## src/hdl/c2s_pkg.sv

```systemverilog
`timescale 1ns / 1ps
// ----------------------------------------------------------------------------
// c2s_pkg
// Shared widths, constants and types of the cube-to-sphere vertex mapper.
// ----------------------------------------------------------------------------
package c2s_pkg;

  localparam int unsigned CoordW   = 8;
  localparam int unsigned OutW     = 16;
  localparam int unsigned FracBits = 15;

  localparam int unsigned SqW    = 2 * CoordW;        // d^2, n^2
  localparam int unsigned SumW   = SqW + 1;           // a^2 + b^2
  localparam int unsigned QuadW  = 4 * CoordW;        // d^4, a^2 b^2
  localparam int unsigned XW     = SqW + SumW;        // d^2 (a^2 + b^2)
  localparam int unsigned DenW   = QuadW + 3;         // 6 d^4
  localparam int unsigned FW     = DenW + 2;          // signed working width of F
  localparam int unsigned QuotW  = 2 * FracBits + 1;  // F * 2^30 / den
  localparam int unsigned RootW  = FracBits + 1;      // square root of the quotient
  localparam int unsigned ProdW  = CoordW + RootW;    // |n| * s
  localparam int unsigned ScNumW = ProdW + 2;         // 2 |n| s + d
  localparam int unsigned ScDivW = CoordW + 1;        // 2 d

  localparam logic [CoordW-1:0] GridReset = CoordW'(16);
  localparam logic [OutW-1:0]   MagOne    = OutW'(1 << FracBits);
  localparam logic [OutW-1:0]   MagLim    = OutW'((1 << FracBits) - 1);
  localparam logic [QuotW-1:0]  QuotMin   = QuotW'((64'd1 << (2 * FracBits)) / 3);

  typedef struct packed {
    logic              neg;
    logic [CoordW-1:0] absn;
    logic [CoordW-1:0] divs;
  } side_t;

  typedef struct packed {
    logic [DenW-1:0] f;
    logic [DenW-1:0] den;
    side_t           side;
  } axis_t;

  typedef struct packed {
    logic signed [OutW-1:0] sphere_x;
    logic signed [OutW-1:0] sphere_y;
    logic signed [OutW-1:0] sphere_z;
  } res_t;

endpackage

```

## src/hdl/c2s_out_reg.sv

```systemverilog
`timescale 1ns / 1ps
// ----------------------------------------------------------------------------
// c2s_out_reg
// Output register with a skid stage; its fill state throttles the pipeline.
// ----------------------------------------------------------------------------
module c2s_out_reg (
  input  logic          clk_i,
  input  logic          rst_ni,
  input  logic          valid_i,
  input  c2s_pkg::res_t data_i,
  input  logic          ready_i,
  output logic          en_o,
  output logic          valid_o,
  output c2s_pkg::res_t data_o
);
  import c2s_pkg::*;

  logic out_valid_q, out_valid_d;
  logic skid_valid_q, skid_valid_d;
  res_t out_data_q;
  res_t skid_data_q;
  logic take, arrive, load_new, load_skid, pop_skid;

  // The pipeline moves whenever the skid stage is empty, so ready toward
  // the source is a register and never waits on the sink.
  assign en_o      = !skid_valid_q;
  assign take      = out_valid_q & ready_i;
  assign arrive    = en_o & valid_i;
  assign load_new  = arrive & (!out_valid_q | take);
  assign load_skid = arrive & out_valid_q & !take;
  assign pop_skid  = !en_o & take;

  assign out_valid_d  = load_new | pop_skid | (out_valid_q & !take);
  assign skid_valid_d = load_skid | (skid_valid_q & !pop_skid);

  always_ff @(posedge clk_i or negedge rst_ni) begin
    if (!rst_ni) begin
      out_valid_q  <= 1'b0;
      skid_valid_q <= 1'b0;
    end else begin
      out_valid_q  <= out_valid_d;
      skid_valid_q <= skid_valid_d;
    end
  end

  always_ff @(posedge clk_i) begin
    if (load_new) begin
      out_data_q <= data_i;
    end else if (pop_skid) begin
      out_data_q <= skid_data_q;
    end
    if (load_skid) begin
      skid_data_q <= data_i;
    end
  end

  assign valid_o = out_valid_q;
  assign data_o  = out_data_q;

  a_skid_behind_out: assert property (@(posedge clk_i) disable iff (!rst_ni)
    skid_valid_q |-> out_valid_q)
    else $error("c2s_out_reg: skid holds a request ahead of the output");

  a_skid_kept: assert property (@(posedge clk_i) disable iff (!rst_ni)
    (skid_valid_q && !ready_i) |=> (skid_valid_q && $stable(skid_data_q)))
    else $error("c2s_out_reg: skid request lost while stalled");

  a_no_drop: assert property (@(posedge clk_i) disable iff (!rst_ni)
    (out_valid_q && !ready_i) |=> out_valid_q)
    else $error("c2s_out_reg: unaccepted result dropped");

endmodule

```

## config.mk

```make
export PLATFORM = sky130hd
export DESIGN_NAME = c2s_out_reg
export DESIGN_NICKNAME = d
export VERILOG_FILES = /design/src/hdl/c2s_pkg.sv /design/src/hdl/c2s_out_reg.sv
export SDC_FILE = /design/constraint.sdc
export NUM_CORES = 1
export LEC_CHECK = 0
export BUFFER_PORTS_ARGS = -buffer_cell sky130_fd_sc_hd__buf_2
export CORE_MARGIN = 3
export CORE_UTILIZATION = 51
export CTS_CLUSTER_SIZE = 8
export DETAILED_ROUTE_END_ITERATION = 8
export PLACE_DENSITY = 0.78
export SKIP_CTS_REPAIR_TIMING = 1
export SLEW_MARGIN = 20
export SYNTH_ARGS = -nofsm -noshare
export SYNTH_HDL_FRONTEND = slang
export SYNTH_SLANG_ARGS = --single-unit
```

## constraint.sdc

```tcl
create_clock -name clk_i -period 5.1 [get_ports clk_i]
set_input_delay 1.02 -clock clk_i [delete_from_list [all_inputs] [get_ports clk_i]]
set_output_delay 1.02 -clock clk_i [all_outputs]
set_load 0.01 [all_outputs]
```

==> run summary, run 1 <==
outcome = finished, final reports clean
category of the worst setup path launch point = primary input
leakage = 1.75 nW
maximum number of pins on one net before global-route repair = 37
worst supply voltage drop on vdd = 353 uV
final instance area = 4440 sq um
Chip Height = 90.7 microns
final hold slack = 0.445 ns
post-synthesis instance area = 3660 sq um
first element of the critical path = ready_i
clock latency reported for the late side of the worst-skew pair = 0.34 ns
data arrival at the endpoint of the critical path = 2.59 ns
simple-gate area share of the yosys netlist = 0.00924
final critical delay including setup and external delays = 2.57 ns
family with the most delay on the worst path = compound AO/OA/AOI/OAI gates
wire length per cell after detailed routing = 16.8 microns
drt first pass iters = 6
end of the worst register-to-register path = data_o[10]
Starting Density = 0.532
initial antenna violation count = 0
via count of the first global-routing pass = 2009
Via-to-Cell Ratio = 4.91
power density cells = 493 nW/um^2
Ys Warns = 0
total number of clock tree sinks = 98
launch instance of the worst register-to-register path = skid_valid_q
logic depth of the worst register-to-register path = 4
Util after Layout = 0.647
Max Slew Vio Count = 0
period utilization = 0.503
smallest setup slack after layout = 2.53 ns
TritonCTS clock tree = built
DRC errors left = 0
peak fanout along the critical path = 29
unrepaired setup endpoints after global routing = false
Post-Synthesis Net Count = 215
dominant combinational cell family by area after synthesis = multiplexers
Hold Crit Class = in -> async
deepest clock path buffer count = 2
Setup Slack @ Placement = 1.77 ns
standard cell area after detailed placement = 4280 sq um
mean post-synth cell area = 22.4 sq um
wire length of the first global-routing pass = 9940 microns
TritonCTS Buffers = 9
R2R Setup Slk = 2.73 ns
cell with the largest stage delay on the worst path = sky130_fd_sc_hd__a21boi_4
worst setup path endpoint = data_o[10]
share of synthesized cell area in full adder, half adder and majority cells = 0
mux share of post-synthesis cell area = 0.168
worst slew pin tran = 1.01 ns
Max H-tree Level = 3
xor and xnor fraction of the mapped netlist area = 0
row count = 30
headroom to the max-slew limit = 0.322
worst clock skew = 0.00808 ns
number of DRC markers in iteration 0 = 83
clk slew on worst S/H paths = 0.09 ns
fraction of layout instances using a drive strength above 1 = 0.610
total negative slack for setup checks = 0 ns
gpl congestion = 0.733
class of the most critical setup path = in -> reg
number of nets still failing antenna checks after routing = 0
number of buffers and inverters on the critical path = 2
number of nets in the final layout = 325
remaining global-route overflow = 0
routed via count = 1830
total area of multi-input combinational cells = 698 sq um
Max Cap Violations = 0
WP data required = 5.12 ns
compound-gate portion of the synthesized area = 0.00616
synth-to-layout area growth = 21.6%
number of buffers inserted by port buffering = 101
area used by sequential logic in the layout = 2930 sq um
flop and latch count out of synthesis = 98
number of endpoints failing setup at the final stage = 0
crit-path cells = buf_2 -> nand2b_2 -> a21boi_4 -> buf_4
cell count after synthesis = 163
final antenna diode count = 0
clock root buffer = sky130_fd_sc_hd__clkbuf_8
Unique masters post-synth = 14
die footprint = 8220 sq um
Detailed Route WL = 6260 microns
filler instances = 522
sequential area share after synthesis = 0.802
width of the die = 90.7 microns
Critical Path Max Stage Delay = 0.83 ns
endpoints failing hold = 0
IO Pins = 102
top achievable clock speed = 0.390 GHz
post-detailed-placement half-perimeter wirelength = 4290 microns
Critical Path Sink Type = flip-flop
Levels on crit path = 4
Total GRT Usage = 0.159
core box area = 6870 sq um
power breakdown:
part | internal (mW) | total (mW) | switching (mW) | leakage (nW)
sequential | 1.15 | 1.20 | 0.0511 | 0.918
combinational | 0.247 | 0.580 | 0.334 | 0.750
clock | 0.171 | 0.413 | 0.242 | 0.0803
flip-flops by register name, indices dropped and copies added, names as in the netlist:
| signal | flops |
|---|---|
| skid_valid_q | 1 |
| skid_data_q | 48 |
| valid_o | 1 |
| data_o | 48 |
synth_stat cells, drive strengths merged:
cell type  count  area share
nand3          1      0.0027
dfrtp          2       0.014
buf            5       0.012
nand2          3      0.0031
a21oi          2      0.0027
mux2          48        0.17
nand2b         1      0.0024
nor2           1      0.0010
a21boi         1      0.0021
inv            2      0.0021
o21ai          1      0.0014
edfxtp        96        0.79
layout make-up:
type,count,area share
clock inverters,6,0.00760
clock buffers,9,0.0279
repair buffers,104,0.119
multi-input cells,58,0.157
flip-flops and latches,98,0.660
well taps,96,0.0270
inverters,2,0.00169
how the worst min path moves through the flow:
| stage | startpoint | endpoint | cells after the start | slack (ns) |
|---|---|---|---|---|
| after floorplan | skid_valid_q | valid_o | 2 | 0.52 |
| after detailed placement | skid_data_q[5] | data_o[5] | 1 | 0.53 |
| after global placement | skid_data_q[18] | data_o[18] | 1 | 0.53 |
| after global routing | rst_ni | valid_o | 1 | 0.42 |
| final | rst_ni | valid_o | 1 | 0.45 |
| after CTS | rst_ni | valid_o | 1 | 0.43 |
cell families after synthesis:
| logic type | after synthesis |
|---|---|
| AOI/OAI and AO/OA | 4 |
| buffers and inverters | 7 |
| DFF | 98 |
| muxes | 48 |
| and+or+nand+nor | 6 |
metal layers:
layer | global-route usage | wire, microns | vias to the layer above
met4 | 0.0663 | 87 | 0
met5 | 0 | 0 | -
met3 | 0.0600 | 494 | 8
met1 | 0.187 | 2520 | 887
met2 | 0.261 | 3160 | 75
li1 | - | - | 860
cells in the final DEF, fill, tap and decap left out:
cell | synthesis | routed
sky130_fd_sc_hd__buf_4 | 0 | 3
sky130_fd_sc_hd__dfrtp_1 | 2 | 2
sky130_fd_sc_hd__a21oi_1 | 2 | 2
sky130_fd_sc_hd__clkinvlp_4 | 0 | 1
sky130_fd_sc_hd__clkinv_1 | 0 | 2
sky130_fd_sc_hd__inv_1 | 2 | 2
sky130_fd_sc_hd__mux2_4 | 20 | 20
sky130_fd_sc_hd__nand3_4 | 0 | 1
sky130_fd_sc_hd__edfxtp_1 | 96 | 96
sky130_fd_sc_hd__o21ai_0 | 1 | 1
sky130_fd_sc_hd__inv_6 | 0 | 1
sky130_fd_sc_hd__nand2_1 | 3 | 3
sky130_fd_sc_hd__nand2b_2 | 1 | 1
sky130_fd_sc_hd__mux2_2 | 28 | 28
sky130_fd_sc_hd__a21boi_4 | 0 | 1
sky130_fd_sc_hd__buf_2 | 2 | 101
sky130_fd_sc_hd__clkinv_2 | 0 | 2
sky130_fd_sc_hd__clkbuf_8 | 0 | 9
sky130_fd_sc_hd__nor2_4 | 0 | 1
per-stage QoR:
| step | power (mW) | instances |
|---|---|---|
| after CTS | 2.22 | 373 |
| after global routing | 2.31 | 373 |
| after floorplan | 1.58 | 163 |
| after detailed placement | 1.81 | 358 |
| after global placement | 1.78 | 358 |
| final | 2.19 | 373 |
(Power assumes the default switching activity.)
==> run 2, diff against run 1 <==
--- a/config.mk
+++ b/config.mk
@@ -5,12 +5,13 @@
 export SDC_FILE = /design/constraint.sdc
 export NUM_CORES = 1
 export LEC_CHECK = 0
+export ABC_AREA = 1
 export BUFFER_PORTS_ARGS = -buffer_cell sky130_fd_sc_hd__buf_2
 export CORE_MARGIN = 3
-export CORE_UTILIZATION = 51
+export CORE_UTILIZATION = 46
 export CTS_CLUSTER_SIZE = 8
 export DETAILED_ROUTE_END_ITERATION = 8
-export PLACE_DENSITY = 0.78
+export PLACE_DENSITY = 0.74
 export SKIP_CTS_REPAIR_TIMING = 1
 export SLEW_MARGIN = 20
 export SYNTH_ARGS = -nofsm -noshare
==> constraint.sdc (replaced) <==
create_clock -name clk_i -period 2.3 [get_ports clk_i]
set_input_delay 0.46 -clock clk_i [delete_from_list [all_inputs] [get_ports clk_i]]
set_output_delay 0.46 -clock clk_i [all_outputs]
set_load 0.01 [all_outputs]
==> run 2 against run 1 <==
Against the previous run:
- worst hold slack worse by 0.14 ns
- non-clock buffer count rose by 7
- power is 130% higher
- setup slack got worse by 1.9 ns
- die area rose by 11%
- flip-flop and latch count unchanged
- first-iteration DRC count is 33% higher
- clock power grew to 2.8 times the previous value
- largest power group unchanged
- highest routed layer unchanged
==> run summary, run 2 <==
number of buffers and inverters on the critical path = 1
width of the die = 95.5 microns
clock root buffer = sky130_fd_sc_hd__clkbuf_8
endpoints failing hold = 0
mean post-synth cell area = 13.6 sq um
Post-synth EDFFs = 96
final antenna diode count = 0
routed via count = 2364
filler instances = 643
fraction of layout instances using a drive strength above 1 = 0.337
TritonCTS clock tree = built
TritonCTS Buffers = 9
total negative slack for setup checks = 0 ns
clock latency reported for the late side of the worst-skew pair = 0.34 ns
period utilization = 0.736
Critical Path Max Stage Delay = 0.44 ns
worst slew pin tran = 0.481 ns
top achievable clock speed = 0.591 GHz
core box area = 7770 sq um
launch instance of the worst register-to-register path = valid_o
final hold slack = 0.303 ns
dominant cell by count in the synthesized netlist = sky130_fd_sc_hd__nand2_1
post-detailed-placement half-perimeter wirelength = 4700 microns
Critical Path Sink Type = flip-flop
maximum number of pins on one net before global-route repair = 49
Total GRT Usage = 0.152
Detailed Route WL = 6870 microns
Via-to-Cell Ratio = 4.87
deepest clock path buffer count = 2
number of nets still failing antenna checks after routing = 0
synth-to-layout area growth = 22.9%
Max Cap Violations = 0
headroom to the max-slew limit = 0.679
Post-Synthesis Net Count = 323
Starting Density = 0.475
biggest area contributors in the synthesized netlist = sky130_fd_sc_hd__edfxtp_1 78%, sky130_fd_sc_hd__nand2_1 10%, sky130_fd_sc_hd__nand3_1 6.8%, sky130_fd_sc_hd__dfrtp_1 1.4%, sky130_fd_sc_hd__buf_2 1.2%
remaining global-route overflow = 0
leading cell types in the layout, fill and taps excluded = 101 x sky130_fd_sc_hd__buf_2, 99 x sky130_fd_sc_hd__nand2_1, 96 x sky130_fd_sc_hd__edfxtp_1
leakage = 1.93 nW
total number of clock tree sinks = 98
family with the most delay on the worst path = simple AND/OR/NAND/NOR gates
WP data required = 2.51 ns
number of nets in the final layout = 430
cell count after synthesis = 271
startpoint of the worst hold path = data_i[32]
Hold Crit Class = in -> reg
crit-path cells = nand2_2 -> nand2_2 -> buf_4 -> nand2_1 -> nand2_1
Util after Layout = 0.583
Ys Warns = 0
cell with the largest stage delay on the worst path = sky130_fd_sc_hd__buf_4
final instance area = 4530 sq um
category of the worst setup path launch point = flip-flop
power density cells = 1110 nW/um^2
via count of the first global-routing pass = 2209
data arrival at the endpoint of the critical path = 1.91 ns
final critical delay including setup and external delays = 1.69 ns
Max Slew Vio Count = 0
leading cell type in the layout, fill and taps excluded = sky130_fd_sc_hd__buf_2
standard cell area after detailed placement = 4310 sq um
number of endpoints failing setup at the final stage = 0
top post-synthesis cells by count = 101 x sky130_fd_sc_hd__nand2_1, 96 x sky130_fd_sc_hd__edfxtp_1, 50 x sky130_fd_sc_hd__nand3_1, 9 x sky130_fd_sc_hd__buf_2
gpl congestion = 0.738
Max H-tree Level = 3
drt first pass iters = 4
fraction of synthesized cell area taken by the top area cell type = 0.782
proportion of register bits with asynchronous set or reset after synthesis = 0.0204
first element of the critical path = valid_o
unrepaired setup endpoints after global routing = false
flop and latch count out of synthesis = 98
leading area contributor after synthesis = sky130_fd_sc_hd__edfxtp_1
sequential area share after synthesis = 0.795
row count = 32
post-synthesis instance area = 3690 sq um
Chip Height = 95.5 microns
wire length per cell after detailed routing = 14.2 microns
initial antenna violation count = 0
worst clock skew = 0.00745 ns
most instantiated flip-flop cell in the synthesis netlist = sky130_fd_sc_hd__edfxtp_1
worst supply voltage drop on vdd = 745 uV
DRC errors left = 0
outcome = finished, final reports clean
Unique masters post-synth = 13
clk slew on worst S/H paths = 0.09 ns
die footprint = 9130 sq um
number of buffers inserted by port buffering = 101
IO Pins = 102
peak fanout along the critical path = 48
class of the most critical setup path = reg -> reg
number of DRC markers in iteration 0 = 110
wire length of the first global-routing pass = 10500 microns
run 2: changes by cell type after synthesis, sizes merged, moves of 2 or more:
cell	change
nand3	+49
buf	+9
mux2	-48
a21oi	-2
nand2	+99
run 2: logic make-up (layout without fill, tap and decap cells):
| kind of cell | count (synthesis) | after routing | share of synthesized area |
|---|---|---|---|
| compound gates | 1 | 1 | 0.00136 |
| buf+inv | 18 | 130 | 0.0285 |
| flops | 98 | 98 | 0.795 |
| simple gates | 154 | 154 | 0.175 |
run 2: worst reg2reg max path, stage by stage (launching register included):
cell and delay [ns]:
sky130_fd_sc_hd__dfrtp_1 0.41, sky130_fd_sc_hd__nand2_2 0.31, sky130_fd_sc_hd__nand2_2 0.20, sky130_fd_sc_hd__buf_4 0.44
sky130_fd_sc_hd__nand2_1 0.13, sky130_fd_sc_hd__nand2_1 0.09
run 2: per-layer routing:
layer / vias up / global-route usage / part of all wire
met2: 97 / 0.244 / 0.48
met4: 0 / 0.0450 / 0.0065
met5: - / 0 / 0
li1: 1162 / - / -
met1: 1100 / 0.198 / 0.43
met3: 5 / 0.0481 / 0.081
run 2: path summary, 6_finish.rpt:
| check | to | slack (ns) | cells after the start |
|---|---|---|---|
| setup / recovery | data_o[33] | 0.61 | 5 |
| hold / removal | skid_data_q[32] | 0.30 | 1 |
| setup reg to reg | data_o[33] | 0.61 | 5 |
| hold reg to reg | data_o[45] | 0.51 | 2 |
| max in group asynchronous | skid_valid_q | 1.77 | 2 |
| min in group asynchronous | valid_o | 0.43 | 2 |
run 2: cell type report:
type                    count  area (sq um)  share of cell area
multi-input cells         155           668               0.147
flip-flops and latches     98          2930               0.647
clock buffers              10           128              0.0282
clock inverters             6          81.3              0.0179
repair buffers            111           583               0.129
well taps                 102           128              0.0282
inverters                   3          11.3             0.00248
run 2: power by group:
part,total [mW],internal (mW),switching [mW]
Clock,1.14,0.606,0.537
Sequential,2.62,2.51,0.114
Combinational,1.24,0.405,0.837
Total,5.01,3.52,1.49
run 2: per-stage QoR:
step           cells  worst slack [ns]  power [mW]
6_report         485             0.607        5.01
5_1_grt          485             0.422        5.30
4_1_cts          484             0.586        5.07
3_5_place_dp     468             0.388        3.93
3_3_place_gp     468             0.475        3.88
2_1_floorplan    271             0.347        3.42
==> run 3, diff against run 2 <==
==> constraint.sdc (replaced) <==
create_clock -name clk_i -period 1.5 [get_ports clk_i]
set_input_delay 0.3 -clock clk_i [delete_from_list [all_inputs] [get_ports clk_i]]
set_output_delay 0.3 -clock clk_i [all_outputs]
set_load 0.01 [all_outputs]
==> run 3 against run 2 <==
Against the previous run:
- critical path depth is 3 lower
- register-to-register slack worse by 0.49 ns
- setup slack worse by 0.49 ns
- maximum frequency is 23% higher
- clock-buffer cell count is 1 lower
- flip-flop and latch count stayed put
- sequential power is 53% higher
- largest power group unchanged
- highest routed layer unchanged
==> run summary, run 3 (synthesized netlist as in run 2, its figures left out) <==
data arrival at the endpoint of the critical path = 1.40 ns
Via-to-Cell Ratio = 4.85
area used by sequential logic in the layout = 2930 sq um
routed via count = 2337
number of endpoints failing setup at the final stage = 0
Total GRT Usage = 0.158
end of the worst register-to-register path = data_o[41]
wire length of the first global-routing pass = 10800 microns
smallest setup slack after layout = 0.121 ns
gpl congestion = 0.723
DRC errors left = 0
leading cell types in the layout, fill and taps excluded = 101 x sky130_fd_sc_hd__buf_2, 99 x sky130_fd_sc_hd__nand2_1, 96 x sky130_fd_sc_hd__edfxtp_1
drt first pass iters = 4
TritonCTS Buffers = 9
leading cell type in the layout, fill and taps excluded = sky130_fd_sc_hd__buf_2
cell with the largest stage delay on the worst path = sky130_fd_sc_hd__dfrtp_1
number of buffers and inverters on the critical path = 0
WP data required = 1.52 ns
headroom to the max-slew limit = 0.749
remaining global-route overflow = 0
period utilization = 0.920
outcome = finished, final reports clean
Max Slew Vio Count = 0
endpoints failing hold = 0
clk slew on worst S/H paths = 0.10 ns
leakage = 1.94 nW
maximum number of pins on one net before global-route repair = 49
die footprint = 9130 sq um
synth-to-layout area growth = 24.6%
Hold Crit Class = in -> reg
number of nets still failing antenna checks after routing = 0
total area of multi-input combinational cells = 682 sq um
Chip Height = 95.5 microns
post-detailed-placement half-perimeter wirelength = 4450 microns
R2R Setup Slk = 0.12 ns
power density cells = 1740 nW/um^2
Max Cap Violations = 0
wire length per cell after detailed routing = 14.4 microns
startpoint of the worst hold path = data_i[9]
Worst Hold End = skid_data_q[9]
number of nets in the final layout = 427
launch instance of the worst register-to-register path = skid_valid_q
unrepaired setup endpoints after global routing = false
top achievable clock speed = 0.725 GHz
IO Pins = 102
filler instances = 647
Critical Path Sink Type = flip-flop
width of the die = 95.5 microns
row count = 32
initial antenna violation count = 0
number of DRC markers in iteration 0 = 135
total number of clock tree sinks = 98
Min-Delay Path Depth = 1
peak fanout along the critical path = 48
worst clock skew = 0.00691 ns
final antenna diode count = 0
Critical Path Max Stage Delay = 0.44 ns
crit-path cells = nand3_1 -> nand2_8
core box area = 7770 sq um
class of the most critical setup path = reg -> reg
Levels on crit path = 2
final critical delay including setup and external delays = 1.38 ns
Detailed Route WL = 6950 microns
clock latency reported for the late side of the worst-skew pair = 0.35 ns
family with the most delay on the worst path = simple AND/OR/NAND/NOR gates
worst slew pin tran = 0.375 ns
number of buffers inserted by port buffering = 101
logic depth of the worst register-to-register path = 2
fraction of layout instances using a drive strength above 1 = 0.337
post-layout total power = 8.01 mW
deepest clock path buffer count = 2
TritonCTS clock tree = built
clock root buffer = sky130_fd_sc_hd__clkbuf_8
via count of the first global-routing pass = 2249
category of the worst setup path launch point = flip-flop
worst supply voltage drop on vdd = 776 uV
Starting Density = 0.475
Max H-tree Level = 3
Setup Slack @ Placement = 0.0550 ns
==> run 3: routing by layer <==
metal  part of all wire  wire [microns]  track usage
met1               0.43            3000        0.197
met2               0.48            3330        0.260
met4              0.021             148       0.0806
met3              0.066             460       0.0347
met5                  0               0            0
==> run 3: power breakdown <==
part / leakage, nW / total, mW / switching (mW) / internal [mW]
logic: 0.898 / 1.93 / 1.29 / 0.630
registers: 0.922 / 4.02 / 0.174 / 3.85
clock network: 0.124 / 2.06 / 0.933 / 1.13
total: 1.94 / 8.01 / 2.40 / 5.61
==> run 3: cell type report <==
| type | instances | area share |
|---|---|---|
| clock buffers | 9 | 0.0270 |
| repair buffers | 108 | 0.129 |
| well taps | 102 | 0.0278 |
| inverters | 3 | 0.00245 |
| multi-input cells | 155 | 0.148 |
| clock inverters | 7 | 0.0272 |
| flip-flops and latches | 98 | 0.638 |
==> run 3: how the worst max path moves through the flow <==
stage,startpoint,end,slack (ns)
2_1_floorplan,valid_o,skid_data_q[0],-0.29
3_3_place_gp,ready_i,data_o[46],0.11
3_5_place_dp,ready_i,data_o[15],0.06
4_1_cts,valid_o,data_o[15],0.08
5_1_grt,skid_valid_q,data_o[45],0.04
6_report,skid_valid_q,data_o[41],0.12
==> run 3: metrics by stage <==
stage	area, sq um	util	hold slack [ns]	std cells	TNS, ns
floorplan	3720	-	0.00441	271	-14.09
global route	4600	0.592	0.101	482	0
detailed placement	4330	0.557	0.0899	465	0
finish	4600	0.592	0.133	482	0
CTS	4580	0.589	-0.310	481	0
global placement	4330	0.557	0.0863	465	0
